<file path="config.mk">
export PLATFORM = sky130hd
export DESIGN_NAME = pcrng_cell
export DESIGN_NICKNAME = d
export VERILOG_FILES = /design/src/pcrng_pkg.sv /design/src/pcrng_cell.sv
export SDC_FILE = /design/constraint.sdc
export NUM_CORES = 1
export LEC_CHECK = 0
export BUFFER_PORTS_ARGS = -buffer_cell sky130_fd_sc_hd__buf_2
export CAP_MARGIN = 15
export CORE_UTILIZATION = 25
export DETAILED_ROUTE_END_ITERATION = 8
export GPL_ROUTABILITY_DRIVEN = 0
export PLACE_DENSITY = 0.4
export SETUP_SLACK_MARGIN = 0.1
export SLEW_MARGIN = 25
export SYNTH_ARGS = -nofsm -noshare
export SYNTH_HDL_FRONTEND = slang
export SYNTH_SLANG_ARGS = --single-unit
export TNS_END_PERCENT = 5
</file>
<file path="constraint.sdc">
create_clock -name i_clk -period 21.9 [get_ports i_clk]
set_clock_uncertainty 0.15 [all_clocks]
set_input_delay 1.095 -clock i_clk [delete_from_list [all_inputs] [get_ports i_clk]]
set_output_delay 1.095 -clock i_clk [all_outputs]
set_load 0.03 [all_outputs]
</file>
<file path="src/pcrng_pkg.sv">
`timescale 1ns / 1ps

package pcrng_pkg;

    localparam int unsigned WORD_W      = 32;
    localparam int unsigned INDEX_W     = 64;
    localparam int unsigned FRAC_W      = 24;
    localparam int unsigned THRESH_W    = 25;
    localparam int unsigned FRAC_SHIFT  = 8;
    localparam int unsigned CFG_INDEX_W = 8;

    localparam int unsigned ROUND_COUNT_DEF = 10;

    // Philox 2x32 round multiplier and Weyl key increment.
    localparam logic [WORD_W-1:0] PHILOX_MUL  = 32'hD256D193;
    localparam logic [WORD_W-1:0] PHILOX_WEYL = 32'h9E3779B9;

    // Configuration register indexes.
    localparam logic [CFG_INDEX_W-1:0] CFG_KEY_SEED       = 8'd0;
    localparam logic [CFG_INDEX_W-1:0] CFG_STREAM_SEQ     = 8'd1;
    localparam logic [CFG_INDEX_W-1:0] CFG_KEEP_THRESHOLD = 8'd2;

    // One slot of the round chain: a counter pair and its round key.
    typedef struct packed {
        logic              valid;
        logic [WORD_W-1:0] w0;
        logic [WORD_W-1:0] w1;
        logic [WORD_W-1:0] key;
    } t_lane;

endpackage

</file>
<file path="src/pcrng_cell.sv">
`timescale 1ns / 1ps

// One Philox round. The cell takes the slot of its upstream neighbor, applies
// the round, bumps the key and hands the result downstream in the next cycle.
module pcrng_cell
    import pcrng_pkg::*;
(
    input  logic  i_clk,
    input  logic  i_rst_n,
    input  t_lane i_lane,
    output t_lane o_lane
);

    logic [2*WORD_W-1:0] n_prod;
    t_lane               n_lane;
    t_lane               r_lane;

    always_comb begin
        n_prod       = {{WORD_W{1'b0}}, PHILOX_MUL} * {{WORD_W{1'b0}}, i_lane.w0};
        n_lane.valid = i_lane.valid;
        n_lane.w0    = n_prod[2*WORD_W-1:WORD_W] ^ i_lane.key ^ i_lane.w1;
        n_lane.w1    = n_prod[WORD_W-1:0];
        n_lane.key   = i_lane.key + PHILOX_WEYL;
    end

    always_ff @(posedge i_clk) begin
        if (!i_rst_n) begin
            r_lane.valid <= 1'b0;
        end else begin
            r_lane.valid <= n_lane.valid;
        end
        r_lane.w0  <= n_lane.w0;
        r_lane.w1  <= n_lane.w1;
        r_lane.key <= n_lane.key;
    end

    assign o_lane = r_lane;

endmodule

</file>
; ---- After elaboration in Yosys (flattened, before gate mapping)
; Cells that the tools add are included.
[op_classes]
n_addsub = 1
mul = 1
bitwise = 2
[op_table]
columns = op, n
row1 = $mul A32 B32 Y64 const A, 1
row2 = $xor A32 B32 Y32, 2
row3 = $add A32 B32 Y32 const B, 1
[totals]
register_bits = 97
out_inout_bits = 97
wordCells = 8

; ---- Logic depth before layout (Yosys ltp)
; Gate-level depths: netlist of run 1.
[logic_depth]
depth_word = 3
ltp_mapped = 27

; ---- Worst setup path after synthesis of run 1
; OpenSTA, ideal clock, no wires.
[synth_path]
path_kind = in2reg
from = input port i_lane[85] (netlist bit)
to = register r_lane, in the netlist o_lane[95]
setup_time_ps = 72
arrival_ps = 7449
setup_slack_ps = 14228
cell_stages = 27
path_cell_list = inv_1 ha_1 inv_1 fa_1 inv_1 fa_1 inv_1 fa_1 inv_1 fa_1 fa_1 inv_1 fa_1 inv_1 fa_1 inv_1 ha_1 buf_6 a21oi_4 o21bai_2 a221oi_2 o21ai_1 or4_1 o21ai_2 o41ai_4 a221oi_2 xnor2_1
[synth_lines]
columns = element, line
row1 = start: declaration, pcrng_cell.sv:10  ; input t_lane i_lane,
row2 = end: declaration, pcrng_cell.sv:16  ; t_lane r_lane;

==> summary by stage, run 1 <==
Clock tree
For this design, the sink count on the clock tree is 97. Counting the buffers created by CTS gives 9. TritonCTS built the clock tree. Clock-pin slew was measured on the worst setup and hold paths at 0.08 ns.

The count of hold-fix buffers inserted at cts is 0. The post-CTS setup repair buffer count is 0. The largest buffer count on any clock path is 2. The number of gates resized after CTS was 0. The deepest level of the CTS H-tree is 3. The library cell used as clock root buffer is sky130_fd_sc_hd__clkbuf_16.

Routing
Summed over all layers, the routed wires come to 68.9 mm. The total vias in the final route is about 14,000. The count of nets left with antenna violations once routing finished came out at 0. The post-detailed-route via-to-cell ratio is about 4.3. Dividing the detail-routed wire length by the instance count gives 20.7 um. After the first detailed-routing iteration, the DRC count stood at 586. The DRC violation count after routing is 0. The detailed-routing iteration count for the pre-antenna-repair pass is 5.

Worst setup path
The worst setup path is captured at a register. By startpoint and endpoint, the worst setup path is classified as in2reg. At the worst endpoint, the required time is 22.05 ns. The data arrival at the endpoint of the critical path is 8.28 ns. The critical-path maximum fanout is 7.

The type of origin of the critical path is an input pin.

Global routing
For met2 alone, demand over resource in global routing was between 20% and 30%. Global routing used ~17% of the available tracks. The number of global-route vias before repair is 15,700. met2 is the most crowded layer. The largest net degree at the start of global routing is 17. The wire length of the first global-routing pass is between 100 and 150 mm. The number of antenna violations at the first check in global routing came to 7. Global routing finished with a remaining overflow of 0.

The met1 track demand over resource in global routing is ~23%. For met3 alone, demand over resource in global routing was 2.44%.

Floorplanning
The region available for standard cell placement spans 0.0820 mm^2. The floorplan step set the die width to 290 um. Pin placement for this block handled roughly 200 I/O pins. The area of the die is between 0.08 and 0.09 mm^2. The initialized floorplan defines approximately 110 standard-cell rows.

For this configuration, the core starts out at a cell density of 25.2%. The die extent in y is 290 um.

Timing
For this run, the top clock speed supported by timing is 123 MHz. The time the final worst path needs with I/O delays and setup is 8.13 ns. Of the available clock period, the critical path in the final layout requires 37.1%. For the pin with the worst max-slew slack, the measured transition is 0.678 ns. The final max-slew violation count is 0.

Measured against its own limit, the worst slew margin works out to 54.8%. The final hold violation count is 0. Setup repair after global routing left no endpoint under its margin.

The setup total negative slack is 0 ns. The final setup violation count is 0.

Final layout
Compared with the post-synthesis result, the final layout area differs by 11.9%. The most frequent standard cell in the layout excluding fill and tap cells is sky130_fd_sc_hd__inv_1. The number of nets in the final layout is between 3,000 and 4,000. The register with the most flip-flops in the layout has 97 of them.

In the final layout, the share of cells above drive strength 1 is 10.8%. The top cell types in the final layout, fill and taps aside, are sky130_fd_sc_hd__inv_1, sky130_fd_sc_hd__ha_1, sky130_fd_sc_hd__fa_1.

Logic synthesis
The number of synthesized register bits is 97. The part of the Yosys area used for sequential elements is 9.38%. The netlist uses 75 different library cells. The share of flip-flops with an asynchronous set or reset is 0%. The number of nets handed over by synthesis was 2,944. The number of cells produced by synthesis is roughly 2,100. The number of synthesis warnings is 0. The average cell area after synthesis is 10.0 um^2. Summing every instance area after synthesis gives 0.0207 mm^2. The flip-flop cell with the highest count after synthesis is sky130_fd_sc_hd__dfxtp_1. The number of synthesized flops with an enable pin is 0.

Flow run
Across the run, the number of max-cap violations was 0.

Run status
The flow ran to the end, and the final reports show no timing, DRC or antenna violations.

Min path
The worst hold path was traced through 2 stages. The path type of the worst min-delay path is in2reg.

Placed design
The number of I/O port buffers is 195. The estimated wirelength of the detail-placed design is 63.1 mm.
metal layers:
metal  vias to the layer above  share of wire [%]
li1                       6726                  -
met1                      7128                 48
met2                       258                 47
met3                        55                3.7
met4                        10                1.7
met5                         -              0.083
logic make-up (layout without fill, tap and decap cells):
kind of cell | after synthesis | in the layout | share of synthesized area [%]
AND/OR/NAND/NOR | 197 | 197 | 4.56
buffers and inverters | 633 | 818 | 11.8
other | 0 | 1 | 0
adder cells (fa/ha/maj) | 778 | 778 | 60.7
XOR/XNOR | 155 | 155 | 6.56
flip-flops | 97 | 97 | 9.38
AO/OA/AOI/OAI | 207 | 207 | 6.95
Yosys cell counts (all sizes together), types with 19 or more instances:
cell | count | area [um^2]
dfxtp | 97 | 1940
inv | 607 | 2280
ha | 400 | 5000
xor2 | 34 | 298
a21o | 23 | 173
fa | 378 | 7570
o21ai | 41 | 224
nand3 | 19 | 100
xnor2 | 121 | 1060
nor2 | 59 | 221
a21oi | 71 | 370
nand2 | 55 | 206
critical path, stage by stage:
cell and delay (ns):
sky130_fd_sc_hd__buf_2 0.26, sky130_fd_sc_hd__ha_1 0.40, sky130_fd_sc_hd__inv_1 0.11, sky130_fd_sc_hd__fa_1 0.52, sky130_fd_sc_hd__fa_1 0.58, sky130_fd_sc_hd__fa_1 0.53
sky130_fd_sc_hd__inv_1 0.05, sky130_fd_sc_hd__fa_1 0.48, sky130_fd_sc_hd__fa_1 0.52, sky130_fd_sc_hd__fa_1 0.55, sky130_fd_sc_hd__inv_1 0.06, sky130_fd_sc_hd__fa_1 0.53
sky130_fd_sc_hd__inv_1 0.04, sky130_fd_sc_hd__ha_1 0.44, sky130_fd_sc_hd__nand4_1 0.23, sky130_fd_sc_hd__nor3_1 0.32, sky130_fd_sc_hd__nand2_1 0.09, sky130_fd_sc_hd__o2bb2ai_1 0.15
sky130_fd_sc_hd__a41oi_1 0.09, sky130_fd_sc_hd__o21ai_1 0.57, sky130_fd_sc_hd__a21boi_0 0.27, sky130_fd_sc_hd__o21ai_0 0.26, sky130_fd_sc_hd__xnor2_1 0.09
cell type report:
cell class              count  area, um^2
clock buffers              10         239
well taps                1070        1340
diodes                      1        2.50
inverters                 607        2280
fillers                  8739       58800
multi-input cells        1337       16300
flip-flops and latches     97        1940
repair buffers            196         983
clock inverters             5        61.3
path summary, 6_finish.rpt:
path	startpoint	slack, ns	endpoint
setup / recovery	i_lane[81]	13.77	o_lane[85]
hold / removal	i_lane[96]	0.74	o_lane[96]
metrics by stage:
stage	instances	setup WS (ns)	utilization [%]	area [um^2]	hold slack (ns)
finish	3323	13.77	28.2	23200	0.744
global route	3323	13.29	28.2	23200	0.721
CTS	3322	13.77	28.2	23200	0.709
detailed placement	3307	13.31	27.9	22900	1.15
global placement	3307	13.46	27.9	22900	1.14
floorplan	2067	14.23	-	20700	0.973
Power of run 1 is left out: the tool's default activity adds up to more than one toggle a clock period on the data nets, which glitch-free logic cannot reach.
==> inputs of run 2 (changes only) <==
Settings changed: ABC_AREA set to 1.
Clock period 21.9 ns to 8.4 ns, I/O delays scaled along.
==> run 2 against run 1 <==
Clock-buffer cell count unchanged. Via count increased by 22%. Sequential cell count unchanged. Area after synthesis increased by 11%. Highest routed layer unchanged. First-iteration DRC count increased by 40%. Cell count increased by 27%. Wire length increased by 21%. Non-clock buffer count increased by 1. Worst setup slack got worse by 12 ns. Synthesized cell count increased by 36%.
==> summary by stage, run 2 <==
Placed design
The number of I/O port buffers was 195 (unchanged). The number of placed instances with taps included is 4,190 (+27%). The estimated wirelength of the detail-placed design is 76.8 mm (+22%).

Logic synthesis
The number of synthesized register bits is 97 (unchanged). The number of cells produced by synthesis is 2,821 (+36%). The number of synthesized flops with an enable pin is 0 (unchanged). The most repeated cell in the gate-level netlist after synthesis is sky130_fd_sc_hd__inv_1. The average cell area after synthesis is 8.16 um^2 (-18%).

The number of distinct library cells after synthesis was 41 (-45%). The post-synth design cell area came to 0.0230 mm^2 (+11%). The flip-flop cell with the highest count after synthesis is sky130_fd_sc_hd__dfxtp_1. The net count after synthesis is 3,698 (+26%). The area fraction of the dominant cell type after synthesis is 32.9% (-3.7 points). The number of synthesis warnings was 0 (unchanged). By count the netlist is led by sky130_fd_sc_hd__inv_1, sky130_fd_sc_hd__nand2_1, sky130_fd_sc_hd__ha_1.

The cell accounting for the most synthesized area is sky130_fd_sc_hd__fa_1. In the post-synthesis netlist, the biggest area contributors are sky130_fd_sc_hd__fa_1, sky130_fd_sc_hd__ha_1, sky130_fd_sc_hd__inv_1. The part of the Yosys area used for sequential elements is 8.43% (-0.95 points). The share of flip-flops with an asynchronous set or reset was 0% (unchanged).

Worst setup path
STA classifies the critical path startpoint as an input pin. The required time reported for the critical path endpoint was 8.53 ns (-13.52 ns). The first element of the critical path is i_lane[88].

STA classifies the critical path endpoint as a register. The data arrival at the endpoint of the critical path was 7.00 ns (-1.28 ns). The critical-path maximum fanout came to 9 (+2). The start-to-end type of the worst setup path is in2reg.

Flow run
The total of max-cap violations is 0 (unchanged).

Clock tree
The clock-pin slew of the registers on the worst-case setup and hold paths came to 0.08 ns (about the same). TritonCTS built the clock tree. The clock sink total was 97 (unchanged). The tree is rooted in a sky130_fd_sc_hd__clkbuf_16. The post-CTS setup repair buffer count came to 0 (unchanged). The count of hold-fix buffers inserted at cts was 0 (unchanged). The largest buffer count on any clock path was 2 (unchanged). The deepest level of the CTS H-tree came to 3 (unchanged). The number of buffers created by CTS came to 9 (unchanged).

The number of gates resized after cts is 0 (unchanged).

Routing
The detailed-route wire length is 83.6 mm (+21%). The number of antenna-violating nets in the routed design is 0 (unchanged). The DRC violation count after routing is 0 (unchanged). The post-detailed-route via-to-cell ratio is 4.12 (-3.4%). The detailed-route wire length per cell is 19.9 um (-4.2%).

The total vias in the final route is 17,300 (+22%). The number of DRC markers in iteration 0 is 821 (+40%). The detailed-routing iteration count for the pre-antenna-repair pass is 5 (unchanged).

Final layout
The library cell used most frequently in the layout, excluding fill and tap cells, is sky130_fd_sc_hd__inv_1. The final instance count without filler cells was 4,207 (+27%). The number of nets in the final layout is 3,902 (+25%).

The fraction of final layout cells sized beyond drive strength 1 is 9.70% (-1.1 points). The layout overhead on the synthesized area is 12.0% (about the same). The number of flip-flops in the largest register was 97 (unchanged).

In the layout the commonest cells are sky130_fd_sc_hd__inv_1, sky130_fd_sc_hd__nand2_1, sky130_fd_sc_hd__ha_1. The utilization after layout is 28.5% (+0.22 points).

Timing
The tightest slew margin relative to the limit is 55.4% (+0.61 points). The final hold violation count was 0 (unchanged). After layout, the minimum clock period comes to 6.87 ns. Static timing analysis puts the maximum clock frequency at 146 MHz. The setup total negative slack is 0 ns (unchanged). The post-route clock period utilization is 81.8%. The final max-slew violation count is 0 (unchanged). The transition time at the pin with the least slew margin is 0.664 ns (-0.0139 ns). The worst hold slack is 0.0653 ns (-0.679 ns). Setup repair after global routing left no endpoint under its margin. The final setup violation count was 0 (unchanged).

Floorplanning
The number of placement rows is 110 (+4.8%). The horizontal extent of the die is 305 um (+5.4%). The core area was 0.0906 mm^2 (+10%). The initial core utilization came to 25.4% (+0.18 points).

The area of the die was 0.0933 mm^2 (+11%). The total I/O pin count is 196 (unchanged). The die extent in y is 305 um (+5.4%).

Run status
The flow ran to the end, and the final reports show no timing, DRC or antenna violations.

Global routing
The number of antenna violations at the first check in global routing is 1 (-6). The largest net degree at the start of global routing came to 17 (unchanged). The number of global-route vias before repair came to 18,900 (+20%). The total congestion overflow after global routing is 0 (unchanged).

The overall routing resource usage is 18.5% (+1.8 points). The wire length of the first global-routing pass is 126 mm (+24%).

Min path
In this run the worst hold path is classified as in2reg. The worst hold path begins at i_lane[96].
[run 2: changes by cell type after synthesis, sizes merged, moves of 15 or more]
cell    change
a21o       -23
clkbuf     -15
inv       +275
nand2     +521
nand3      +49
nand3b     +16
nor2       +78
xnor2      -88
xor2       +55
[run 2: final timing paths]
| kind | end | slack, ns | depth (start not counted) |
|---|---|---|---|
| hold / removal | o_lane[96] | 0.07 | 3 |
| setup / recovery | o_lane[83] | 1.53 | 25 |
[run 2: kinds of logic (layout without fill, tap and decap cells)]
logic type      after synthesis  in the layout  synth area share (%)
fa+ha+maj                   778            778                  54.6
compound gates               98             98                  2.31
other cells                   0              1                     0
xor+xnor                    122            122                  4.64
flops                        97             97                  8.43
simple gates                837            837                  15.5
buf+inv                     889           1098                  14.6
[run 2: critical path, cell delays in order]
cell and delay [ns]:
sky130_fd_sc_hd__buf_2 0.28, sky130_fd_sc_hd__inv_1 0.14, sky130_fd_sc_hd__ha_1 0.35, sky130_fd_sc_hd__inv_1 0.05, sky130_fd_sc_hd__ha_1 0.53, sky130_fd_sc_hd__inv_1 0.10, sky130_fd_sc_hd__fa_1 0.47, sky130_fd_sc_hd__fa_1 0.54
sky130_fd_sc_hd__inv_1 0.08, sky130_fd_sc_hd__fa_1 0.52, sky130_fd_sc_hd__fa_1 0.55, sky130_fd_sc_hd__fa_1 0.56, sky130_fd_sc_hd__inv_1 0.06, sky130_fd_sc_hd__fa_1 0.53, sky130_fd_sc_hd__inv_1 0.04, sky130_fd_sc_hd__ha_1 0.45
sky130_fd_sc_hd__nand2_1 0.16, sky130_fd_sc_hd__nor2_2 0.17, sky130_fd_sc_hd__nand2_1 0.18, sky130_fd_sc_hd__nor2_1 0.31, sky130_fd_sc_hd__nand3_1 0.18, sky130_fd_sc_hd__nand3_1 0.10, sky130_fd_sc_hd__nand2_1 0.05, sky130_fd_sc_hd__nand2_1 0.09
sky130_fd_sc_hd__inv_1 0.06
[run 2: metal layers]
| metal | track usage, % | up-vias | part of all wire, % |
|---|---|---|---|
| li1 | - | 8661 | - |
| met1 | 25.6 | 8352 | 48 |
| met2 | 31.2 | 279 | 48 |
| met3 | 1.69 | 37 | 3.0 |
| met4 | 3.32 | 2 | 1.5 |
| met5 | 0 | - | 0.012 |
[run 2: cell type report]
| cell class | count | area [um^2] |
|---|---|---|
| fill | 9967 | 64800 |
| multi-input combinational | 1835 | 17700 |
| inverter | 885 | 3320 |
| sequential | 97 | 1940 |
| tap | 1176 | 1470 |
| timing repair buffer | 197 | 991 |
| clock buffer | 10 | 229 |
| clock inverter | 6 | 90.1 |
| antenna | 1 | 2.50 |
[run 2: stage by stage]
stage               area (um^2)  worst slack (ns)
CTS                       25800              1.54
floorplan                 23000              2.35
global placement          25500              1.11
detailed placement        25500              1.16
global route              25800              1.28
finish                    25800              1.53
Power of run 2 is left out for the same reason.
